--- src/sv/sc8_pkg.sv ---
// Shared types and constants for the sc16 to sc8 scale and pack unit.
package sc8_pkg;

    // Field widths
    localparam int SAMPLE_W = 16;
    localparam int GAIN_W   = 24;
    localparam int BYTE_W   = 8;
    localparam int WORD_W   = 32;

    // Defaults for top-level parameters
    localparam int GAIN_FRAC_BITS_DEF = 24;
    localparam int QUEUE_DEPTH_DEF    = 4;

    // Configuration port
    localparam int APB_ADDR_W = 3;
    localparam int APB_DATA_W = 32;

    // Register index, taken from paddr[2]
    typedef enum logic [0:0] {
        REG_GAIN = 1'b0,
        REG_SWAP = 1'b1
    } reg_idx_t;

    // One completed pair of scaled samples, queued between front and back
    typedef struct packed {
        logic [BYTE_W-1:0] re0;
        logic [BYTE_W-1:0] im0;
        logic [BYTE_W-1:0] re1;
        logic [BYTE_W-1:0] im1;
        logic              ovf;
        logic              last;
    } pair_t;

endpackage

--- src/sv/sc8_ifs.sv ---
// Valid/ready channel interfaces for complex samples and packed words.
interface sc8_sample_if;
    logic                                valid;
    logic                                ready;
    logic signed [sc8_pkg::SAMPLE_W-1:0] real_part;
    logic signed [sc8_pkg::SAMPLE_W-1:0] imag_part;
    logic                                final_sample;

    modport source (output valid, real_part, imag_part, final_sample, input ready);
    modport sink   (input valid, real_part, imag_part, final_sample, output ready);
endinterface

interface sc8_word_if;
    logic                          valid;
    logic                          ready;
    logic [sc8_pkg::WORD_W-1:0]    packed_word;
    logic                          overflow;
    logic                          final_word;

    modport source (output valid, packed_word, overflow, final_word, input ready);
    modport sink   (input valid, packed_word, overflow, final_word, output ready);
endinterface

--- src/sv/sc16_to_sc8_scale_pack_unit.sv ---
// Top level of the sc16 to sc8 scale and pack unit with its register port.
// Throughput: one sample per cycle while queue credit allows, one packed
// word per two samples or per unpaired final sample. A word is valid in the
// output register once its last sample has passed stage 1 and the queue.
// The pipeline is multiply stage, round/pair stage, queue, output register.
// Reset (rst_n low, asynchronous) clears gain, swap order, held sample,
// queue and output valid.
module sc16_to_sc8_scale_pack_unit #(
    parameter int GAIN_FRAC_BITS = sc8_pkg::GAIN_FRAC_BITS_DEF,
    parameter int QUEUE_DEPTH    = sc8_pkg::QUEUE_DEPTH_DEF
) (
    input  logic                           clk,
    input  logic                           rst_n,
    input  logic                           psel,
    input  logic                           penable,
    input  logic                           pwrite,
    input  logic [sc8_pkg::APB_ADDR_W-1:0] paddr,
    input  logic [sc8_pkg::APB_DATA_W-1:0] pwdata,
    output logic [sc8_pkg::APB_DATA_W-1:0] prdata,
    output logic                           pready,
    sc8_sample_if.sink                     sample_in,
    sc8_word_if.source                     word_out
);

    localparam int CNT_W = $clog2(QUEUE_DEPTH + 1);

    logic [sc8_pkg::GAIN_W-1:0] gain_reg;
    logic                       swap_reg;
    logic                       cfg_write;
    sc8_pkg::reg_idx_t          reg_idx;

    logic                       push;
    sc8_pkg::pair_t             push_data;
    logic                       pop;
    sc8_pkg::pair_t             pop_data;
    logic [CNT_W-1:0]           q_count;

    // Register port
    assign pready    = 1'b1;
    assign cfg_write = psel && penable && pwrite;
    assign reg_idx   = sc8_pkg::reg_idx_t'(paddr[2]);

    always_ff @(posedge clk or negedge rst_n)
    begin
        if (!rst_n)
        begin
            gain_reg <= '0;
            swap_reg <= 1'b0;
        end
        else if (cfg_write)
        begin
            case (reg_idx)
                sc8_pkg::REG_GAIN: gain_reg <= pwdata[sc8_pkg::GAIN_W-1:0];
                sc8_pkg::REG_SWAP: swap_reg <= pwdata[0];
                default:           ;
            endcase
        end
    end

    always_comb
    begin
        case (reg_idx)
            sc8_pkg::REG_GAIN: prdata = sc8_pkg::APB_DATA_W'(gain_reg);
            sc8_pkg::REG_SWAP: prdata = sc8_pkg::APB_DATA_W'(swap_reg);
            default:           prdata = '0;
        endcase
    end

    sc8_front #(
        .GAIN_FRAC_BITS (GAIN_FRAC_BITS),
        .QUEUE_DEPTH    (QUEUE_DEPTH)
    ) u_front (
        .clk       (clk),
        .rst_n     (rst_n),
        .sample_in (sample_in),
        .gain      (gain_reg),
        .q_count   (q_count),
        .push      (push),
        .push_data (push_data)
    );

    sc8_queue #(
        .QUEUE_DEPTH (QUEUE_DEPTH)
    ) u_queue (
        .clk       (clk),
        .rst_n     (rst_n),
        .push      (push),
        .push_data (push_data),
        .pop       (pop),
        .pop_data  (pop_data),
        .count     (q_count)
    );

    sc8_back #(
        .QUEUE_DEPTH (QUEUE_DEPTH)
    ) u_back (
        .clk        (clk),
        .rst_n      (rst_n),
        .swap_order (swap_reg),
        .pop_data   (pop_data),
        .q_count    (q_count),
        .pop        (pop),
        .word_out   (word_out)
    );

endmodule

--- src/sv/sc8_front.sv ---
// Front end: accepts samples, scales and rounds both lanes, pairs samples.
module sc8_front #(
    parameter int GAIN_FRAC_BITS = sc8_pkg::GAIN_FRAC_BITS_DEF,
    parameter int QUEUE_DEPTH    = sc8_pkg::QUEUE_DEPTH_DEF
) (
    input  logic                          clk,
    input  logic                          rst_n,
    sc8_sample_if.sink                    sample_in,
    input  logic [sc8_pkg::GAIN_W-1:0]    gain,
    input  logic [$clog2(QUEUE_DEPTH+1)-1:0] q_count,
    output logic                          push,
    output sc8_pkg::pair_t                push_data
);

    localparam int CNT_W  = $clog2(QUEUE_DEPTH + 1);
    localparam int MAG_W  = sc8_pkg::SAMPLE_W + 1;
    localparam int PROD_W = MAG_W + sc8_pkg::GAIN_W;
    localparam int SUM_W  = PROD_W + 1;
    localparam int BYTE_W = sc8_pkg::BYTE_W;

    // Rounds a magnitude product half away from zero, wraps to a byte.
    // Returns {overflow, byte}.
    function automatic logic [BYTE_W:0] round_lane(input logic [PROD_W-1:0] prod,
                                                   input logic neg);
        logic [SUM_W-1:0]  sum;
        logic [SUM_W-1:0]  q;
        logic [BYTE_W-1:0] lane_byte;
        logic              lane_ovf;
        sum = {1'b0, prod} + (SUM_W'(1) << (GAIN_FRAC_BITS - 1));
        q   = sum >> GAIN_FRAC_BITS;
        if (neg)
        begin
            lane_ovf  = (q > SUM_W'(128));
            lane_byte = BYTE_W'(8'd0 - q[BYTE_W-1:0]);
        end
        else
        begin
            lane_ovf  = (q > SUM_W'(127));
            lane_byte = q[BYTE_W-1:0];
        end
        return {lane_ovf, lane_byte};
    endfunction

    logic              accept;
    logic [MAG_W-1:0]  re_mag;
    logic [MAG_W-1:0]  im_mag;

    logic              s1_valid_reg;
    logic [PROD_W-1:0] s1_re_prod_reg;
    logic [PROD_W-1:0] s1_im_prod_reg;
    logic              s1_re_neg_reg;
    logic              s1_im_neg_reg;
    logic              s1_last_reg;

    logic [BYTE_W:0]   re_res;
    logic [BYTE_W:0]   im_res;
    logic              cur_ovf;

    logic              held_valid_reg;
    logic              held_valid_next;
    logic [BYTE_W-1:0] held_re_reg;
    logic [BYTE_W-1:0] held_im_reg;
    logic              held_ovf_reg;
    logic              hold_load;

    // Credit check: queue space for everything that may still arrive
    assign sample_in.ready = ({1'b0, q_count} + (CNT_W + 1)'(s1_valid_reg))
                             < (CNT_W + 1)'(QUEUE_DEPTH);
    assign accept = sample_in.valid && sample_in.ready;

    // Sign-magnitude split of both lanes
    always_comb
    begin
        re_mag = sample_in.real_part[sc8_pkg::SAMPLE_W-1]
               ? MAG_W'((MAG_W'(1) << sc8_pkg::SAMPLE_W) - {1'b0, sample_in.real_part})
               : {1'b0, sample_in.real_part};
        im_mag = sample_in.imag_part[sc8_pkg::SAMPLE_W-1]
               ? MAG_W'((MAG_W'(1) << sc8_pkg::SAMPLE_W) - {1'b0, sample_in.imag_part})
               : {1'b0, sample_in.imag_part};
    end

    // Stage 1: multiply by gain
    always_ff @(posedge clk or negedge rst_n)
    begin
        if (!rst_n)
            s1_valid_reg <= 1'b0;
        else
            s1_valid_reg <= accept;
    end

    always_ff @(posedge clk)
    begin
        if (accept)
        begin
            s1_re_prod_reg <= PROD_W'(re_mag * gain);
            s1_im_prod_reg <= PROD_W'(im_mag * gain);
            s1_re_neg_reg  <= sample_in.real_part[sc8_pkg::SAMPLE_W-1];
            s1_im_neg_reg  <= sample_in.imag_part[sc8_pkg::SAMPLE_W-1];
            s1_last_reg    <= sample_in.final_sample;
        end
    end

    // Stage 2: round, wrap, pair
    assign re_res  = round_lane(s1_re_prod_reg, s1_re_neg_reg);
    assign im_res  = round_lane(s1_im_prod_reg, s1_im_neg_reg);
    assign cur_ovf = re_res[BYTE_W] || im_res[BYTE_W];

    always_comb
    begin
        push            = 1'b0;
        hold_load       = 1'b0;
        held_valid_next = held_valid_reg;
        push_data       = '0;
        if (s1_valid_reg)
        begin
            if (held_valid_reg)
            begin
                push            = 1'b1;
                held_valid_next = 1'b0;
                push_data.re0   = held_re_reg;
                push_data.im0   = held_im_reg;
                push_data.re1   = re_res[BYTE_W-1:0];
                push_data.im1   = im_res[BYTE_W-1:0];
                push_data.ovf   = held_ovf_reg || cur_ovf;
                push_data.last  = s1_last_reg;
            end
            else if (s1_last_reg)
            begin
                // unpaired final sample: pad with a zero sample
                push            = 1'b1;
                push_data.re0   = re_res[BYTE_W-1:0];
                push_data.im0   = im_res[BYTE_W-1:0];
                push_data.ovf   = cur_ovf;
                push_data.last  = 1'b1;
            end
            else
            begin
                hold_load       = 1'b1;
                held_valid_next = 1'b1;
            end
        end
    end

    always_ff @(posedge clk or negedge rst_n)
    begin
        if (!rst_n)
            held_valid_reg <= 1'b0;
        else
            held_valid_reg <= held_valid_next;
    end

    always_ff @(posedge clk)
    begin
        if (hold_load)
        begin
            held_re_reg  <= re_res[BYTE_W-1:0];
            held_im_reg  <= im_res[BYTE_W-1:0];
            held_ovf_reg <= cur_ovf;
        end
    end

endmodule

--- src/sv/sc8_queue.sv ---
// Small FIFO of completed sample pairs between front and back.
module sc8_queue #(
    parameter int QUEUE_DEPTH = sc8_pkg::QUEUE_DEPTH_DEF
) (
    input  logic                             clk,
    input  logic                             rst_n,
    input  logic                             push,
    input  sc8_pkg::pair_t                   push_data,
    input  logic                             pop,
    output sc8_pkg::pair_t                   pop_data,
    output logic [$clog2(QUEUE_DEPTH+1)-1:0] count
);

    localparam int CNT_W = $clog2(QUEUE_DEPTH + 1);
    localparam int IDX_W = (QUEUE_DEPTH > 1) ? $clog2(QUEUE_DEPTH) : 1;

    sc8_pkg::pair_t   mem_reg [QUEUE_DEPTH];
    logic [IDX_W-1:0] wr_ptr_reg;
    logic [IDX_W-1:0] wr_ptr_next;
    logic [IDX_W-1:0] rd_ptr_reg;
    logic [IDX_W-1:0] rd_ptr_next;
    logic [CNT_W-1:0] count_reg;
    logic [CNT_W-1:0] count_next;

    // Pointer and fill count update
    always_comb
    begin
        wr_ptr_next = wr_ptr_reg;
        rd_ptr_next = rd_ptr_reg;
        count_next  = count_reg;
        if (push)
            wr_ptr_next = (wr_ptr_reg == IDX_W'(QUEUE_DEPTH - 1)) ? '0
                        : IDX_W'(wr_ptr_reg + 1'b1);
        if (pop)
            rd_ptr_next = (rd_ptr_reg == IDX_W'(QUEUE_DEPTH - 1)) ? '0
                        : IDX_W'(rd_ptr_reg + 1'b1);
        if (push && !pop)
            count_next = CNT_W'(count_reg + 1'b1);
        else if (pop && !push)
            count_next = CNT_W'(count_reg - 1'b1);
    end

    always_ff @(posedge clk or negedge rst_n)
    begin
        if (!rst_n)
        begin
            wr_ptr_reg <= '0;
            rd_ptr_reg <= '0;
            count_reg  <= '0;
        end
        else
        begin
            wr_ptr_reg <= wr_ptr_next;
            rd_ptr_reg <= rd_ptr_next;
            count_reg  <= count_next;
        end
    end

    always_ff @(posedge clk)
    begin
        if (push)
            mem_reg[wr_ptr_reg] <= push_data;
    end

    assign pop_data = mem_reg[rd_ptr_reg];
    assign count    = count_reg;

    // Credit scheme must keep the queue from overrunning
    assert property (@(posedge clk) disable iff (!rst_n)
        push |-> (count_reg != CNT_W'(QUEUE_DEPTH)) || pop)
        else $error("queue push while full");

    assert property (@(posedge clk) disable iff (!rst_n)
        pop |-> count_reg != '0)
        else $error("queue pop while empty");

    assert property (@(posedge clk) disable iff (!rst_n)
        (push && !pop) |=> count_reg == CNT_W'($past(count_reg) + 1'b1))
        else $error("queue count lost a push");

endmodule

--- src/sv/sc8_back.sv ---
// Back end: packs queued pairs into words and holds the output register.
module sc8_back #(
    parameter int QUEUE_DEPTH = sc8_pkg::QUEUE_DEPTH_DEF
) (
    input  logic                             clk,
    input  logic                             rst_n,
    input  logic                             swap_order,
    input  sc8_pkg::pair_t                   pop_data,
    input  logic [$clog2(QUEUE_DEPTH+1)-1:0] q_count,
    output logic                             pop,
    sc8_word_if.source                       word_out
);

    logic                       out_valid_reg;
    logic                       out_valid_next;
    logic [sc8_pkg::WORD_W-1:0] word_reg;
    logic                       ovf_reg;
    logic                       last_reg;
    logic [sc8_pkg::WORD_W-1:0] word_packed;

    // Load output register when it is empty or being taken
    assign pop = (q_count != '0) && (!out_valid_reg || word_out.ready);

    always_comb
    begin
        out_valid_next = out_valid_reg;
        if (pop)
            out_valid_next = 1'b1;
        else if (word_out.ready)
            out_valid_next = 1'b0;
    end

    // Byte layout
    always_comb
    begin
        if (swap_order)
            word_packed = {pop_data.im0, pop_data.re0, pop_data.im1, pop_data.re1};
        else
            word_packed = {pop_data.re1, pop_data.im1, pop_data.re0, pop_data.im0};
    end

    always_ff @(posedge clk or negedge rst_n)
    begin
        if (!rst_n)
            out_valid_reg <= 1'b0;
        else
            out_valid_reg <= out_valid_next;
    end

    always_ff @(posedge clk)
    begin
        if (pop)
        begin
            word_reg <= word_packed;
            ovf_reg  <= pop_data.ovf;
            last_reg <= pop_data.last;
        end
    end

    assign word_out.valid       = out_valid_reg;
    assign word_out.packed_word = word_reg;
    assign word_out.overflow    = ovf_reg;
    assign word_out.final_word  = last_reg;

endmodule

--- src/flat_wrapper.sv ---
// flat-port wrapper written by rule: the top's interface ports become plain ports
module sc16_to_sc8_scale_pack_unit_flat 
#(
    parameter int GAIN_FRAC_BITS = sc8_pkg::GAIN_FRAC_BITS_DEF,
    parameter int QUEUE_DEPTH    = sc8_pkg::QUEUE_DEPTH_DEF
)
  (clk, rst_n, psel, penable, pwrite, paddr, pwdata, prdata, pready, sample_in_valid, sample_in_real_part, sample_in_imag_part, sample_in_final_sample, sample_in_ready, word_out_valid, word_out_packed_word, word_out_overflow, word_out_final_word, word_out_ready);
  sc8_sample_if sample_in_i ();
  sc8_word_if word_out_i ();
  input  logic clk;
  input  logic rst_n;
  input  logic psel;
  input  logic penable;
  input  logic pwrite;
  input  logic [sc8_pkg::APB_ADDR_W-1:0] paddr;
  input  logic [sc8_pkg::APB_DATA_W-1:0] pwdata;
  output logic [sc8_pkg::APB_DATA_W-1:0] prdata;
  output logic pready;
  input wire logic [$bits(sample_in_i.valid)-1:0] sample_in_valid;
  input wire logic [$bits(sample_in_i.real_part)-1:0] sample_in_real_part;
  input wire logic [$bits(sample_in_i.imag_part)-1:0] sample_in_imag_part;
  input wire logic [$bits(sample_in_i.final_sample)-1:0] sample_in_final_sample;
  output wire logic [$bits(sample_in_i.ready)-1:0] sample_in_ready;
  output wire logic [$bits(word_out_i.valid)-1:0] word_out_valid;
  output wire logic [$bits(word_out_i.packed_word)-1:0] word_out_packed_word;
  output wire logic [$bits(word_out_i.overflow)-1:0] word_out_overflow;
  output wire logic [$bits(word_out_i.final_word)-1:0] word_out_final_word;
  input wire logic [$bits(word_out_i.ready)-1:0] word_out_ready;
  assign sample_in_i.valid = sample_in_valid;
  assign sample_in_i.real_part = sample_in_real_part;
  assign sample_in_i.imag_part = sample_in_imag_part;
  assign sample_in_i.final_sample = sample_in_final_sample;
  assign sample_in_ready = sample_in_i.ready;
  assign word_out_valid = word_out_i.valid;
  assign word_out_packed_word = word_out_i.packed_word;
  assign word_out_overflow = word_out_i.overflow;
  assign word_out_final_word = word_out_i.final_word;
  assign word_out_i.ready = word_out_ready;
  sc16_to_sc8_scale_pack_unit #(.GAIN_FRAC_BITS(GAIN_FRAC_BITS), .QUEUE_DEPTH(QUEUE_DEPTH)) u_core (.clk(clk), .rst_n(rst_n), .psel(psel), .penable(penable), .pwrite(pwrite), .paddr(paddr), .pwdata(pwdata), .prdata(prdata), .pready(pready), .sample_in(sample_in_i), .word_out(word_out_i));
endmodule
--- config.mk ---
export PLATFORM = sky130hd
export DESIGN_NAME = sc16_to_sc8_scale_pack_unit_flat
export DESIGN_NICKNAME = d
export VERILOG_FILES = /design/src/sv/sc8_pkg.sv /design/src/sv/sc8_ifs.sv /design/src/sv/sc16_to_sc8_scale_pack_unit.sv /design/src/sv/sc8_front.sv /design/src/sv/sc8_queue.sv /design/src/sv/sc8_back.sv /design/src/flat_wrapper.sv
export SDC_FILE = /design/constraint.sdc
export NUM_CORES = 2
export LEC_CHECK = 0
export BUFFER_PORTS_ARGS = -buffer_cell sky130_fd_sc_hd__clkbuf_2
export CAP_MARGIN = 15
export CORE_MARGIN = 4
export CORE_UTILIZATION = 43
export CTS_BUF_LIST = sky130_fd_sc_hd__clkbuf_4 sky130_fd_sc_hd__clkbuf_8
export DETAILED_ROUTE_END_ITERATION = 10
export PLACE_DENSITY_LB_ADDON = 0.3
export SLEW_MARGIN = 30
export SYNTH_ARGS = -nofsm -noshare
export SYNTH_HDL_FRONTEND = slang
export SYNTH_SLANG_ARGS = --single-unit
--- constraint.sdc ---
create_clock -name clk -period 8.8 [get_ports clk]
set_input_delay 0.88 -clock clk [delete_from_list [all_inputs] [get_ports clk]]
set_output_delay 0.88 -clock clk [all_outputs]
set_load 0.01 [all_outputs]
## Word-level counts from Yosys, hierarchy flattened

Memory sizes are Yosys's and may differ from the RTL's.
Cells that the tools add are included.

| cells by class | value |
|---|---|
| add/subtract/negate cells | 11 |
| multiply operators | 2 |
| $lt $le $gt $ge | 5 |
| equality and inequality tests | 2 |
| muxes and demuxes | 28 |
| bitwise gates (word level) | 1 |
| reduce and logical (&&, ||, !) cells | 17 |

Operator list:

| cell | number |
|---|---|
| adder 41 x 24 -> 42 bit (second input constant) | 2 |
| multiplier 17 x 24 -> 41 bit | 2 |
| case mux 32 bit (2 select lines) | 1 |
| two-way mux 16 bit | 3 |
| greater-than comparator 18 x 7 -> 1 bit (second input constant) | 2 |
| greater-than comparator 18 x 8 -> 1 bit (second input constant) | 2 |
| two-way mux 17 bit | 2 |
| two-way mux 34 bit | 1 |
| subtractor 17 x 16 -> 17 bit (first input constant) | 2 |
| two-way mux 32 bit | 1 |
| two-way mux 8 bit | 2 |
| subtractor 1 x 8 -> 8 bit (first input constant) | 2 |
| two-way mux 1 bit | 12 |
| two-way mux 2 bit | 4 |
| logical AND 1 bit | 6 |
| two-way mux 3 bit | 2 |
| adder 2 x 1 -> 2 bit (second input constant) | 2 |
| adder 3 x 1 -> 4 bit | 1 |
| equality test 2 bit (second input constant) | 2 |
| less-than comparator 4 x 3 -> 1 bit (second input constant) | 1 |
| AND reduction 2 bit | 2 |
| nonzero test 2 bit | 2 |
| adder 3 x 1 -> 3 bit (second input constant) | 1 |
| zero test 1 bit | 3 |
| other kinds (4) | 6 |

| storage, ports and cells | value |
|---|---|
| register bits | 171 |
| bits in writable memories | 136 |
| input bits | 75 |
| output and inout port bits | 69 |
| word-level logic and storage cells | 86 |
| memories kept | 1 |

Memory list:

| memory | depth | width | rd ports | clocked after Yosys merged registers in | wr ports | RTL line | RTL |
|---|---|---|---|---|---|---|---|
| u_core.u_queue.mem_reg | 4 | 34 | 1 | 0 | 1 | sc8_queue.sv:17 | `sc8_pkg::pair_t mem_reg [QUEUE_DEPTH];` |

## Logic depth before layout (Yosys ltp)

| depth | value |
|---|---|
| depth in word-level cells | 7 |
| depth in mapped cells | 28 |
| depth with buffers taken out | 27 |

## By module

From an unflattened synthesis, not the netlist that was laid out.

| second synthesis, totals | value |
|---|---|
| cells, all modules | 3607 |
| area total of the unflattened synthesis | 36665.2 um2 |

Modules (own cells, without submodules):

| module | times used | cells each | area each (um2) | sequential area each (um2) |
|---|---|---|---|---|
| sc8_front | 1 | 3227 | 28416.0 | 1731.7 |
| sc8_queue | 1 | 213 | 5362.6 | 4259.1 |
| sc8_back | 1 | 76 | 1612.8 | 1046.0 |
| sc16_to_sc8_scale_pack_unit | 1 | 91 | 1273.7 | 625.6 |

## Worst setup path after synthesis

OpenSTA, ideal clock, no wires.

| timing | value |
|---|---|
| kind | input port to flip-flop |
| from | in sample_in_real_part[5] |
| to | reg u_core.u_front.s1_re_prod_reg[40] (data pin) |
| setup time | 260 ps |
| arrival | 7840 ps |
| data required time | 8540 ps |
| path slack | 700 ps |
| stages | 24 |
| buffers on the path | 1 |
| cell sequence | or4_1 -> or4_1 -> o31ai_1 -> xnor2_1 -> buf_2 -> nand2_1 -> fa_1 -> inv_1 -> fa_1 -> fa_1 -> fa_1 -> fa_1 -> inv_1 -> fa_1 -> inv_1 -> ha_1 -> nand2_1 -> or4_1 -> nand4_1 -> a311oi_1 -> o311a_1 -> or3_4 -> a31o_1 -> xnor2_1 |

| between the ends | value |
|---|---|
| word-level cells in the longest chain between the ends | 3 |

RTL lines:

| element | RTL line | RTL |
|---|---|---|
| from (decl) | flat_wrapper.sv:20 | `input wire logic [$bits(sample_in_i.real_part)-1:0] sample_in_real_part;` |
| subtractor 17 x 16 -> 17 bit | sc8_front.sv:75 | `? MAG_W'((MAG_W'(1) << sc8_pkg::SAMPLE_W) - {1'b0, sample_in.real_part})` |
| two-way mux 17 bit (*) | sc8_front.sv:75 |  |
| multiplier 17 x 24 -> 41 bit (*) | sc8_front.sv:95 | `s1_re_prod_reg <= PROD_W'(re_mag * gain);` |
| to (signal assigned) | sc8_front.sv:95 |  |
| to (decl) | sc8_front.sv:49 | `logic [PROD_W-1:0] s1_re_prod_reg;` |

Mark *: on every way between the ends. The rest lies on a longest branch, timed or not.
A chain may end at the register's enable or synchronous reset.

## Worst setup path after layout

| timing | value |
|---|---|
| from | in sample_in_real_part[5] |
| to | reg u_core.u_front.s1_re_prod_reg[37] (data pin) |

The elaborated chain is that of the path after synthesis.

==> results.md <==
| Group | Result | Reported |
|:---|:---|:---|
| floorplan | Number of top-level design ports | 144 |
| floorplan | Die X | 298 µm |
| yosys | Commonest register cell after synthesis | sky130_fd_sc_hd__edfxtp_1 |
| sta | Worst setup skew after layout | 0.0748 ns |
| yosys | Fraction of synthesis flops using an asynchronous set or reset pin | 13.4% |
| yosys | Number of register bits inferred by synthesis | 261 |
| floorplan | Std-Cell Rows | 106 |
| sta | Final worst path period need | 8.16 ns |
| cts | Post-cts gate resize count | 0 |
| layout | Count of placed standard cells in the final layout, fillers left out | 4833 |
| setup path | CP max stage cell | sky130_fd_sc_hd__or4_1 |
| setup path | Most common cell type on the critical path | sky130_fd_sc_hd__fa_1 |
| sta | Max frequency | 123 MHz |
| yosys | Sequential-to-total area share from yosys stat | 21.2% |
| yosys | Top area cells in the synthesized netlist | sky130_fd_sc_hd__fa_1 (36%), sky130_fd_sc_hd__edfxtp_1 (19%), sky130_fd_sc_hd__inv_1 (8.6%) |
| cts | Clock tree from TritonCTS | done |
| layout | Share of layout cells above drive strength 1 | 11.9% |
| place | Count of input and output buffers | 124 |
| yosys | Post-Synthesis Cells | 3569 |
| sta | Max-slew violation total from the final report | 0 |
| place | HPWL after DPL | 68700 µm |
| drt | DR pass1 iterations | 5 |
| setup path | CP Capture Type | flop |
| worst hold path | Worst min-delay path class | primary input to asynchronous set/reset pin |
| setup path | Startpoint class of the critical path | primary input |
| sta | Setup repair after global routing missed its margin | no |
| sta | Total negative slack for setup checks | 0 ns |
| yosys | Post-synth top cells | sky130_fd_sc_hd__inv_1 (831), sky130_fd_sc_hd__fa_1 (655), sky130_fd_sc_hd__nand2_1 (562) |
| drt | Initial DRC count | 1222 |
| global routing | First-pass GRT wire length | 144000 µm |
| global routing | Gr ovfl total | 0 |
| yosys | Fraction of post-synthesis cell area in the top cell type by area | 36.3% |
| sta | Worst relative slew slack | 32.4% |
| yosys | Number of enable-type register cells in the synthesized netlist | 226 |
| yosys | Synthesized area per cell | 10.1 µm² |
| sta | # setup viols final | 0 |
| cts | Post-CTS setup-driven buffer insertion count | 0 |
| cts | H-tree lvl count | 2 |
| sta | Worst Hold Margin | 0.349 ns |
| cts | Clock-pin slew on the worst setup and hold paths | 0.06 ns |
| global routing | Initial antenna violation count | 6 |
| drt | Total number of vias | 24.3k |
| setup path | WS Path Type | primary input to flop |
| cts | Clock latency of the later-clocked register in the worst-skew pair | 0.63 ns |
| sta | Total count of hold-check failures in the final report | 0 |
| sta | Period utilisation layout | 92.8% |
| floorplan | DIE AREA | 88700 µm² |
| setup path | Maximum cell stage delay along the critical path | 0.58 ns |
| drt | Via density per instance | 5.02 |
| cts | Root Driver | sky130_fd_sc_hd__clkbuf_8 |
| yosys | Cell with the most instances after synthesis | sky130_fd_sc_hd__inv_1 |
| setup path | Required arrival time at the worst endpoint | 9.14 ns |
| run | Max-cap viol count | 0 |
| floorplan | Starting utilization of the core area | 43.3% |
| drt | ANT nets after route | 0 |
| sta | Actual slew at the worst max-slew pin | 1.01 ns |
| drt | Total routed wirelength | 87200 µm |
| run status | Result of the run | finished, final reports clean |
| cts | Clock net sink count | 261 |
| global routing | All-layer global routing usage | 20.5% |
| setup path | CP max FO | 6 |
| yosys | Number of library cell types mapped by synthesis | 77 |
| place | Final weighted congestion of routability-driven global placement | 0.871 |
| cts | Number of buffers added by the clock tree synthesis step | 41 |
| yosys | Summed instance area of the synthesized netlist | 36100 µm² |
| layout | Number of flip-flops in the largest register | 136 |
| layout | Post-synthesis to final-layout area growth | 9.66% |
| cts | Clock Tree Buf Depth | 3 |
| global routing | Via count of the first global-routing pass | 26.5k |
| place | Number of placed cells counting well taps | 4758 |
| yosys | Largest area contributor in the synthesized netlist | sky130_fd_sc_hd__fa_1 |
| layout | Count of nets after finishing | 4691 |
| cts | Post-CTS Hold Fix Bufs | 0 |
| global routing | Pin count of the biggest net entering global routing | 41 |
| drt | Routed wirelength normalized by instance count | 18.0 µm |
| floorplan | Die Ht | 298 µm |
| floorplan | Floorplan Core Area | 83400 µm² |
| yosys | Count of synthesis-stage warnings from yosys | 0 |
| drt | Residual DRC count | 0 |
| setup path | CP Data Arrival Time | 8.50 ns |
## stage by stage
stage                     worst slack [ns]  util (%)  instance area (µm²)
after CTS                            0.738      47.4                39600
after floorplan                      0.700         -                36300
after global routing                 0.292      47.5                39600
after global placement               0.118      46.3                38600
after detailed placement            0.0844      46.4                38700
final                                0.638      47.5                39600
## layer usage
| layer | part of all wire, % | wire [µm] | vias to the layer above | GRT usage (%) |
|---|---|---|---|---|
| met2 | 46 | 39900 | 762 | 33.3 |
| met4 | 2.7 | 2310 | 8 | 5.17 |
| met5 | 0.056 | 49 | - | 0 |
| met3 | 8.4 | 7340 | 149 | 5.28 |
| met1 | 43 | 37600 | 12300 | 27.6 |
| li1 | - | - | 11100 | - |
## critical path: cells and delay by family
kind / cells / cell delay, ns
AOI/OAI and AO/OA: 4 / 1.12
xor gates and xnor gates: 2 / 0.34
adders and majority gates: 7 / 3.22
buffers and inverters: 5 / 0.35
and+or+nand+nor: 7 / 2.58
## final timing paths
path | start | to | slack [ns] | cells past startpoint
setup / recovery | sample_in_real_part[5] | u_core.u_front.s1_re_prod_reg[37] | 0.64 | 25
hold / removal | rst_n | u_core.swap_reg | 0.35 | 2
setup reg to reg | u_core.gain_reg[12] | u_core.u_front.s1_re_prod_reg[37] | 1.59 | 20
hold reg to reg | u_core.u_queue.count[2] | u_core.u_queue.count[2] | 0.50 | 1
max in group asynchronous | rst_n | u_core.gain_reg[2] | 7.95 | 2
min in group clk | pwdata[10] | u_core.gain_reg[10] | 0.48 | 2
## layout make-up
cell class / count / area [µm²]
antenna: 2 / 5.00
clock buffer: 60 / 707
clock inverter: 13 / 113
fill: 7841 / 43800
inverter: 831 / 3120
multi-input combinational: 2364 / 25100
sequential: 261 / 7680
tap: 1080 / 1350
timing repair buffer: 222 / 1490
## logic make-up after synthesis
logic type / Yosys count / share of synthesized area (%)
other: 2 / 0.0208
multiplexers: 100 / 4.17
XOR/XNOR: 93 / 2.28
AND/OR/NAND/NOR: 1026 / 13.7
adder cells (fa/ha/maj): 895 / 44.6
buffers and inverters: 999 / 10.5
flip-flops: 261 / 21.2
AO/OA/AOI/OAI: 193 / 3.53
## cells in the final DEF (no fill, tap or decap), drive strengths merged, types with 4 or more instances in the layout
| cell | count |
|---|---|
| inv | 831 |
| fa | 655 |
| nand2 | 562 |
| and2 | 276 |
| ha | 240 |
| edfxtp | 226 |
| clkbuf | 184 |
| buf | 98 |
| mux2 | 63 |
| xnor2 | 60 |
| conb | 57 |
| a21oi | 49 |
| nor2 | 44 |
| o21ai | 44 |
| dfrtp | 35 |
| mux4 | 34 |
| xor2 | 33 |
| nor2b | 33 |
| nand3 | 22 |
| a21o | 16 |
| nor3 | 16 |
| o31ai | 15 |
| and3 | 15 |
| nand4 | 13 |
| o21a | 9 |
| a22o | 9 |
| or3 | 9 |
| clkinv | 9 |
| nand2b | 8 |
| a211oi | 8 |
| or4 | 7 |
| nor4 | 5 |
| o41ai | 4 |
| and4 | 4 |
| o21bai | 4 |
| a31oi | 4 |
| or2 | 4 |
Power is not shown: default switching activity piles up to over one toggle a cycle in this logic, so the estimate is an artifact.
